## config.mk

```make
export PLATFORM = sky130hd
export DESIGN_NAME = signal_strength_to_cnr_estimator_unit
export DESIGN_NICKNAME = d
export VERILOG_FILES = /design/src/hw/rtl/sscnr_pkg.sv /design/src/hw/rtl/sscnr_mul.sv /design/src/hw/rtl/sscnr_core.sv /design/src/hw/rtl/signal_strength_to_cnr_estimator_unit.sv
export SDC_FILE = /design/constraint.sdc
export NUM_CORES = 2
export LEC_CHECK = 0
export ABC_AREA = 1
export BUFFER_PORTS_ARGS = -buffer_cell sky130_fd_sc_hd__buf_2
export CORE_MARGIN = 3
export CORE_UTILIZATION = 35
export CTS_CLUSTER_SIZE = 8
export DETAILED_ROUTE_END_ITERATION = 16
export PLACE_DENSITY = 0.48
export SLEW_MARGIN = 20
export SYNTH_ARGS = -nofsm -noshare
export SYNTH_HDL_FRONTEND = slang
export SYNTH_SLANG_ARGS = --single-unit
```

## constraint.sdc

```tcl
create_clock -name clk -period 15.4 [get_ports clk]
set_input_delay 3.08 -clock clk [delete_from_list [all_inputs] [get_ports clk]]
set_output_delay 3.08 -clock clk [all_outputs]
set_load 0.02 [all_outputs]
```

## src/hw/rtl/sscnr_pkg.sv

```systemverilog
// ----------------------------------------------------------------------------
// sscnr_pkg
// Constants, coefficient table and shared types of the CNR estimator.
// ----------------------------------------------------------------------------
package sscnr_pkg;

	localparam int CNR_FRAC_BITS = 8;
	localparam int ACC_W         = 48;
	localparam int MAG_W         = 44;
	localparam int HALF_W        = MAG_W / 2;
	localparam int P_W           = 24;
	localparam int MUL_W         = 32;
	localparam int SQ_W          = 42;
	localparam int LOG_ITERS     = 16;
	localparam int SQRT_ITERS    = 21;
	localparam int TERR_STEPS    = 4;
	localparam int SAT_STEPS     = 5;

	localparam logic [20:0] LOG2_REF_Q16    = 21'd1467503;
	localparam logic [17:0] TEN_LOG10_2_Q16 = 18'd197283;
	localparam logic [15:0] SAT_OFFSET      = 16'd3000;

	typedef struct packed {
		logic busy;
		logic res_valid;
	} core_stat_t;

	typedef enum logic [6:0] {
		ST_IDLE   = 7'b0000001,
		ST_LOG    = 7'b0000010,
		ST_PCALC  = 7'b0000100,
		ST_SQRT   = 7'b0001000,
		ST_MLO    = 7'b0010000,
		ST_MHI    = 7'b0100000,
		ST_FINISH = 7'b1000000
	} state_t;

	// polynomial coefficients, Q.32, highest power first
	function automatic logic signed [ACC_W-1:0] coef_at(input logic sat, input logic [2:0] idx);
		logic signed [ACC_W-1:0] c;
		c = '0;
		case ({sat, idx})
			4'b0_000: c = 48'sd103079;
			4'b0_001: c = -48'sd6871948;
			4'b0_010: c = 48'sd170939698;
			4'b0_011: c = 48'sd2358366542;
			4'b0_100: c = 48'sd13299366232;
			4'b1_000: c = -48'sd7020553542;
			4'b1_001: c = 48'sd61594125992;
			4'b1_010: c = -48'sd215860761330;
			4'b1_011: c = 48'sd382153305096;
			4'b1_100: c = -48'sd384678745866;
			4'b1_101: c = 48'sd252788890141;
			default:  c = '0;
		endcase
		return c;
	endfunction

endpackage

```

## src/hw/rtl/sscnr_mul.sv

```systemverilog
// ----------------------------------------------------------------------------
// sscnr_mul
// Shared unsigned 32x32 multiplier used for log squaring, scaling and Horner.
// ----------------------------------------------------------------------------
module sscnr_mul import sscnr_pkg::*; (
	input  logic [MUL_W-1:0]   a,
	input  logic [MUL_W-1:0]   b,
	output logic [2*MUL_W-1:0] p
);

	assign p = a * b;

endmodule

```

## src/hw/rtl/sscnr_core.sv

```systemverilog
// ----------------------------------------------------------------------------
// sscnr_core
// Sequencer and datapath: log2 or square root, then Horner on one multiplier.
// ----------------------------------------------------------------------------
module sscnr_core import sscnr_pkg::*; (
	input  logic        clk,
	input  logic        arst_n,
	input  logic        start,
	input  logic        sat_mode,
	input  logic [15:0] raw,
	input  logic        take,
	output core_stat_t  stat,
	output logic [15:0] res_cnr
);

	localparam logic [ACC_W-1:0] OUT_HALF = ACC_W'(1) << (31 - CNR_FRAC_BITS);

	state_t state_q;
	logic [4:0]  cnt_q;
	logic [2:0]  step_q;
	logic        sat_q;
	logic [3:0]  n_q;
	logic [30:0] m_q;
	logic [15:0] frac_q;
	logic [P_W-1:0] p_q;
	logic [SQ_W-1:0] v_q, res_q, bit_q;
	logic signed [ACC_W-1:0] acc_q;
	logic [HALF_W+P_W-1:0] plo_q;

	logic [MUL_W-1:0]   mul_a, mul_b;
	logic [2*MUL_W-1:0] mul_p;
	logic [3:0]  lead_n;
	logic [32:0] sq;
	logic        sq_ge;
	logic [20:0] d;
	logic [2*MUL_W-1:0] pround;
	logic [SQ_W-1:0] trial;
	logic        sq_take;
	logic [ACC_W-1:0] acc_mag;
	logic        acc_neg;
	logic [85:0] hsum;
	logic [ACC_W-1:0] r48, rnd_s;
	logic [15:0] sat_s;
	logic [ACC_W-1:0] rv, shifted;
	logic [2:0]  last_step;

	sscnr_mul u_mul (.a(mul_a), .b(mul_b), .p(mul_p));

	always_comb begin
		lead_n = '0;
		for (int i = 0; i < 16; i++) begin
			if (raw[i]) lead_n = 4'(i);
		end
	end

	assign sq      = mul_p[62:30];
	assign sq_ge   = |sq[32:31];
	assign d       = LOG2_REF_Q16 - {1'b0, n_q, frac_q};
	assign pround  = mul_p + 64'd32768;
	assign trial   = res_q + bit_q;
	assign sq_take = v_q >= trial;
	assign acc_neg = acc_q[ACC_W-1];
	assign acc_mag = acc_neg ? ACC_W'(-acc_q) : ACC_W'(acc_q);
	assign hsum    = {mul_p, {HALF_W{1'b0}}} + 86'(plo_q) + 86'd32768;
	assign r48     = hsum[ACC_W+15:16];
	assign rnd_s   = acc_neg ? (~r48 + 1'b1) : r48;
	assign sat_s   = (raw > SAT_OFFSET) ? (raw - SAT_OFFSET) : 16'd0;
	assign last_step = sat_q ? 3'(SAT_STEPS) : 3'(TERR_STEPS);

	always_comb begin
		mul_a = '0;
		mul_b = '0;
		unique case (state_q)
			ST_LOG: begin
				mul_a = {1'b0, m_q};
				mul_b = {1'b0, m_q};
			end
			ST_PCALC: begin
				mul_a = 32'(d);
				mul_b = 32'(TEN_LOG10_2_Q16);
			end
			ST_MLO: begin
				mul_a = 32'(acc_mag[HALF_W-1:0]);
				mul_b = 32'(p_q);
			end
			ST_MHI: begin
				mul_a = 32'(acc_mag[MAG_W-1:HALF_W]);
				mul_b = 32'(p_q);
			end
			default: begin
				mul_a = '0;
				mul_b = '0;
			end
		endcase
	end

	// round half up, then saturate
	always_comb begin
		rv      = acc_q + OUT_HALF;
		shifted = rv >> (32 - CNR_FRAC_BITS);
		if (acc_neg) res_cnr = '0;
		else if (|shifted[ACC_W-1:16]) res_cnr = 16'hFFFF;
		else res_cnr = shifted[15:0];
	end

	assign stat.busy      = state_q != ST_IDLE;
	assign stat.res_valid = state_q == ST_FINISH;

	always_ff @(posedge clk or negedge arst_n) begin
		if (!arst_n) begin
			state_q <= ST_IDLE;
			cnt_q   <= '0;
			step_q  <= '0;
			sat_q   <= 1'b0;
		end else begin
			unique case (state_q)
				ST_IDLE: begin
					if (start) begin
						sat_q  <= sat_mode;
						cnt_q  <= '0;
						step_q <= 3'd1;
						state_q <= sat_mode ? ST_SQRT : ST_LOG;
					end
				end
				ST_LOG: begin
					cnt_q <= cnt_q + 5'd1;
					if (cnt_q == 5'(LOG_ITERS - 1)) state_q <= ST_PCALC;
				end
				ST_PCALC: state_q <= ST_MLO;
				ST_SQRT: begin
					cnt_q <= cnt_q + 5'd1;
					if (cnt_q == 5'(SQRT_ITERS - 1)) state_q <= ST_MLO;
				end
				ST_MLO: state_q <= ST_MHI;
				ST_MHI: begin
					step_q <= step_q + 3'd1;
					state_q <= (step_q == last_step) ? ST_FINISH : ST_MLO;
				end
				ST_FINISH: begin
					if (take) state_q <= ST_IDLE;
				end
				default: state_q <= ST_IDLE;
			endcase
		end
	end

	always_ff @(posedge clk) begin
		unique case (state_q)
			ST_IDLE: begin
				acc_q  <= coef_at(sat_mode, 3'd0);
				n_q    <= lead_n;
				m_q    <= 31'({15'b0, raw}) << (5'd30 - {1'b0, lead_n});
				frac_q <= '0;
				v_q    <= {6'b0, sat_s, 20'b0};
				res_q  <= '0;
				bit_q  <= SQ_W'(1) << 40;
			end
			ST_LOG: begin
				m_q    <= sq_ge ? sq[31:1] : sq[30:0];
				frac_q <= {frac_q[14:0], sq_ge};
			end
			ST_PCALC: p_q <= pround[P_W+15:16];
			ST_SQRT: begin
				if (sq_take) begin
					v_q   <= v_q - trial;
					res_q <= (res_q >> 1) + bit_q;
					p_q   <= P_W'((res_q >> 1) + bit_q);
				end else begin
					res_q <= res_q >> 1;
					p_q   <= P_W'(res_q >> 1);
				end
				bit_q <= bit_q >> 2;
			end
			ST_MLO: plo_q <= mul_p[HALF_W+P_W-1:0];
			ST_MHI: acc_q <= $signed(rnd_s) + coef_at(sat_q, step_q);
			default: ;
		endcase
	end

endmodule

```

## src/hw/rtl/signal_strength_to_cnr_estimator_unit.sv

```systemverilog
// ----------------------------------------------------------------------------
// signal_strength_to_cnr_estimator_unit
// Raw tuner strength to CNR estimate (Q8.8 dB) with running min and max.
// ----------------------------------------------------------------------------
// Sequence: in terrestrial mode, 16 log2 squarings on the shared multiplier,
//   scaling, 4 Horner steps (each a low-half then a high-half multiply),
//   output load; in satellite mode, 21 root steps, 5 Horner steps, output load.
//   The result waits in the core while the output stalls. A zero reading: none.
// Flow: in_stall holds off a new reading until the previous result is taken.
// Reset: async active low; mode terrestrial, min all ones, max zero.
module signal_strength_to_cnr_estimator_unit import sscnr_pkg::*; (
	input  logic        clk,
	input  logic        arst_n,
	input  logic        cfg_wr_en,
	input  logic        cfg_wr_data,
	input  logic        in_valid,
	output logic        in_stall,
	input  logic [15:0] raw_strength,
	output logic        out_valid,
	input  logic        out_stall,
	output logic [15:0] cnr_db,
	output logic [15:0] cnr_min_db,
	output logic [15:0] cnr_max_db
);

	logic        sat_mode_q;
	logic        out_valid_q;
	logic [15:0] cnr_q, min_q, max_q;
	core_stat_t  stat;
	logic [15:0] res_cnr;
	logic        start, take;
	logic [15:0] min_n, max_n;

	assign in_stall = stat.busy;
	assign start    = in_valid && !stat.busy && (raw_strength != 16'd0);
	assign take     = stat.res_valid && (!out_valid_q || !out_stall);
	assign min_n    = (res_cnr < min_q) ? res_cnr : min_q;
	assign max_n    = (res_cnr > max_q) ? res_cnr : max_q;

	sscnr_core u_core (
		.clk      (clk),
		.arst_n   (arst_n),
		.start    (start),
		.sat_mode (sat_mode_q),
		.raw      (raw_strength),
		.take     (take),
		.stat     (stat),
		.res_cnr  (res_cnr)
	);

	always_ff @(posedge clk or negedge arst_n) begin
		if (!arst_n) begin
			sat_mode_q  <= 1'b0;
			out_valid_q <= 1'b0;
			min_q       <= 16'hFFFF;
			max_q       <= '0;
		end else begin
			if (cfg_wr_en) sat_mode_q <= cfg_wr_data;
			if (take) begin
				out_valid_q <= 1'b1;
				min_q       <= min_n;
				max_q       <= max_n;
			end else if (!out_stall) begin
				out_valid_q <= 1'b0;
			end
		end
	end

	always_ff @(posedge clk) begin
		if (take) cnr_q <= res_cnr;
	end

	assign out_valid  = out_valid_q;
	assign cnr_db     = cnr_q;
	assign cnr_min_db = min_q;
	assign cnr_max_db = max_q;

endmodule

```

==> results.md <==
* Met2 WL post-DR at 116 mm
* Most frequent cells in the layout: nand2_1, inv_1, nor2_1, fa_1, ha_1
* Gates resized, CTS repair at 0
* Final Setup Violations at 0
* First-pass GRT wire length at 373 mm
* #FFs+latches synth at 325
* RSZ-0062 raised after global routing: no
* Detailed placement HPWL at 207 mm
* IO Pins at 72
* Hold Fails Final Rpt at 0
* Post-CTS setup buffer count at 0
* Status: finished clean
* DRC at 0
* Register area share after synthesis at 0.154
* Worst Setup SP: u_core.acc_q[0]
* Async SR Flop Fraction at 0.154
* CTS Buf Count at 48
* Kind of cell adding the most delay to the critical path: simple AND/OR/NAND/NOR gates
* Routed Antenna Nets at 0
* Most frequent CP cell: nand2_1
* RePlAce Congestion at 0.975
* P_leak at 32.5 nW
* Final wirelength at 252 mm
* Slew headroom at 0.178
* Highest metal used: met5
* Pin count of the biggest net entering global routing at 64
* Syn nets at 9705
* Final worst path period need at 14.06 ns
* Worst-Skew Late Latency at 0.65 ns
* Final instance area at 66600 sq um
* WL met1 at 110 mm
* Antenna violations before repair at 11
* Final-report max-slew violation count at 0
* Placed Area at 65200 sq um
* Drt pass-1 iters at 7
* Sink Count at 325
* Nets at 9726
* Pwr per Cell Area at 172 nW/um^2
* Share of layout cells above drive strength 1 at 0.0511
* Final worst path period share at 0.913
* CTS Hold Buffers Added at 0
* Max Clock Skew at 0.0296 ns
* WP data arrival at 14.43 ns
* Rows at 153
* CP Buf/Inv Count at 10
* Die Ht at 426 um
* VDD IR-drop max at 171 uV
* FF-to-FF Start: u_core.acc_q[0]
* Fmax at 71.1 MHz
* Avg Vias per Cell at 5.21
* GRT Overall Usage at 0.277
* Slowest cell on the critical path: fa_1
* Pwr Total at 11.4 mW
* Average wire per standard cell at 23.4 um
* Routed wl met3 at 15.0 mm
* I/O Buffers at 71
* Crit path kind: reg -> reg
* Synth Flop Type: edfxtp_1
* Syn Std Cell Area at 61900 sq um
* Worst min path class: reg -> reg
* Syn. warnings at 0
* Util after Layout at 0.381
* Avg Inst Size Synth at 7.38 sq um
* Grt ovf at 0
* Actual slew at the worst max-slew pin at 1.23 ns
* Critical Path RT at 15.77 ns
* Final TNS setup at 0 ns
* CTS tree: done
* Most common cell after layout, fill and taps aside: nand2_1
* Hold Path Origin: cnr_min_db[4]
* DR iter-0 viols at 4375
* Distinct cells, synth at 75
* Placeable Area at 175000 sq um
* Synthesis-to-finish area growth at 7.71%
* DIE AREA at 182000 sq um
* CP endpoint kind: flop
* Max-cap violations at 0
* Initial Utilization at 0.354
* Die width at 426 um
* Number of synthesized flops with an enable pin at 275
* CTS max path bufs at 3
* Startpoint class of the critical path: flop
* Vias in the first global route at 56800
* Worst-path fanout max at 18
* H-Tree Level Count at 2
* Total number of vias at 56100
* CP peak stage delay at 0.57 ns
* Clock transition at path regs at 0.06 ns
* Pre-CTS WS at 1.49 ns
* Clock root buffer: clkbuf_16
* Final setup margin at 1.34 ns
* Syn Inst Count at 8379
-- flip-flops by register name, indices dropped and copies added (netlist names), 5 cells and up --
name	cells
u_core.p_q	24
u_core.bit_q	21
cnr_min_db	16
u_core.v_q	42
u_core.state_q	7
u_core.m_q	31
u_core.cnt_q	5
u_core.frac_q	16
u_core.acc_q	48
cnr_max_db	16
cnr_db	16
u_core.plo_q	31
u_core.res_q	42
-- power breakdown --
group,switching [mW],internal (mW)
combinational,6.06,2.46
sequential,0.411,1.46
clock,0.453,0.590
total,6.93,4.51
-- worst register-to-register path, delay by kind of cell, from the launching register on --
family | cells | cell delay [ns]
and+or+nand+nor | 41 | 6.76
adders and majority gates | 11 | 5.25
buffers and inverters | 10 | 1.19
DFF | 1 | 0.39
AOI/OAI and AO/OA | 2 | 0.21
-- layout make-up --
class / instances / area [sq um]
antenna: 7 / 17.5
clock buffer: 74 / 1330
clock inverter: 6 / 68.8
fill: 18600 / 108000
inverter: 1841 / 6910
multi-input combinational: 5988 / 44600
sequential: 325 / 9530
tap: 2325 / 2910
timing repair buffer: 196 / 1290
-- worst paths after layout --
kind / cells past startpoint / endpoint / slack [ns]
max in group asynchronous: 2 / u_core.state_q[4] / 12.21
min in group asynchronous: 2 / sat_mode_q / 2.60
setup reg to reg: 64 / u_core.acc_q[47] / 1.34
hold reg to reg: 2 / cnr_min_db[4] / 0.47
setup / recovery: 64 / u_core.acc_q[47] / 1.34
hold / removal: 2 / cnr_min_db[4] / 0.47
-- per-layer routing --
layer  vias to the layer above  track usage
met5                         -            0
met2                      1879        0.450
met3                       411       0.0335
met1                     27800        0.376
met4                         4        0.106
li1                      26000            -
-- synthesized netlist by cell type, types with 16 or more instances --
master	count	area share
a21oi_1	446	0.036
a31oi_1	50	0.0051
buf_1	22	0.0013
buf_2	31	0.0025
clkbuf_1	162	0.0098
dfrtp_1	33	0.013
dfstp_2	17	0.0072
edfxtp_1	275	0.13
fa_1	839	0.27
ha_1	465	0.094
inv_1	1808	0.11
inv_2	21	0.0013
nand2_1	1861	0.11
nand2_2	32	0.0032
nand3_1	307	0.025
nand4_1	78	0.0079
nor2_1	910	0.055
nor2_2	18	0.0018
nor3_1	87	0.0070
nor4_1	21	0.0021
o211ai_1	20	0.0024
o21a_1	29	0.0035
o21ai_0	353	0.029
o21ai_1	22	0.0018
o21bai_1	19	0.0023
o22ai_1	16	0.0016
or2_2	24	0.0024
xnor2_1	67	0.0095
xor2_1	147	0.021
-- cell families (layout without fill, tap and decap cells) --
family,after synthesis,in the layout,synth area share
other,0,7,0
AO/OA/AOI/OAI,1061,1061,0.0957
AND/OR/NAND/NOR,3406,3406,0.227
flip-flops,325,325,0.154
buffers and inverters,2066,2117,0.127
XOR/XNOR,215,215,0.0306
multiplexers,2,2,0.000324
adder cells (fa/ha/maj),1304,1304,0.366
-- through the flow --
| step | cells | hold WS, ns |
|---|---|---|
| 5_1_grt | 10800 | 0.485 |
| 3_5_place_dp | 10700 | 0.465 |
| 3_3_place_gp | 10700 | 0.463 |
| 2_1_floorplan | 8379 | 0.454 |
| 4_1_cts | 10800 | 0.474 |
| 6_report | 10800 | 0.473 |
Note: power is estimated with default switching activity, not from simulation.
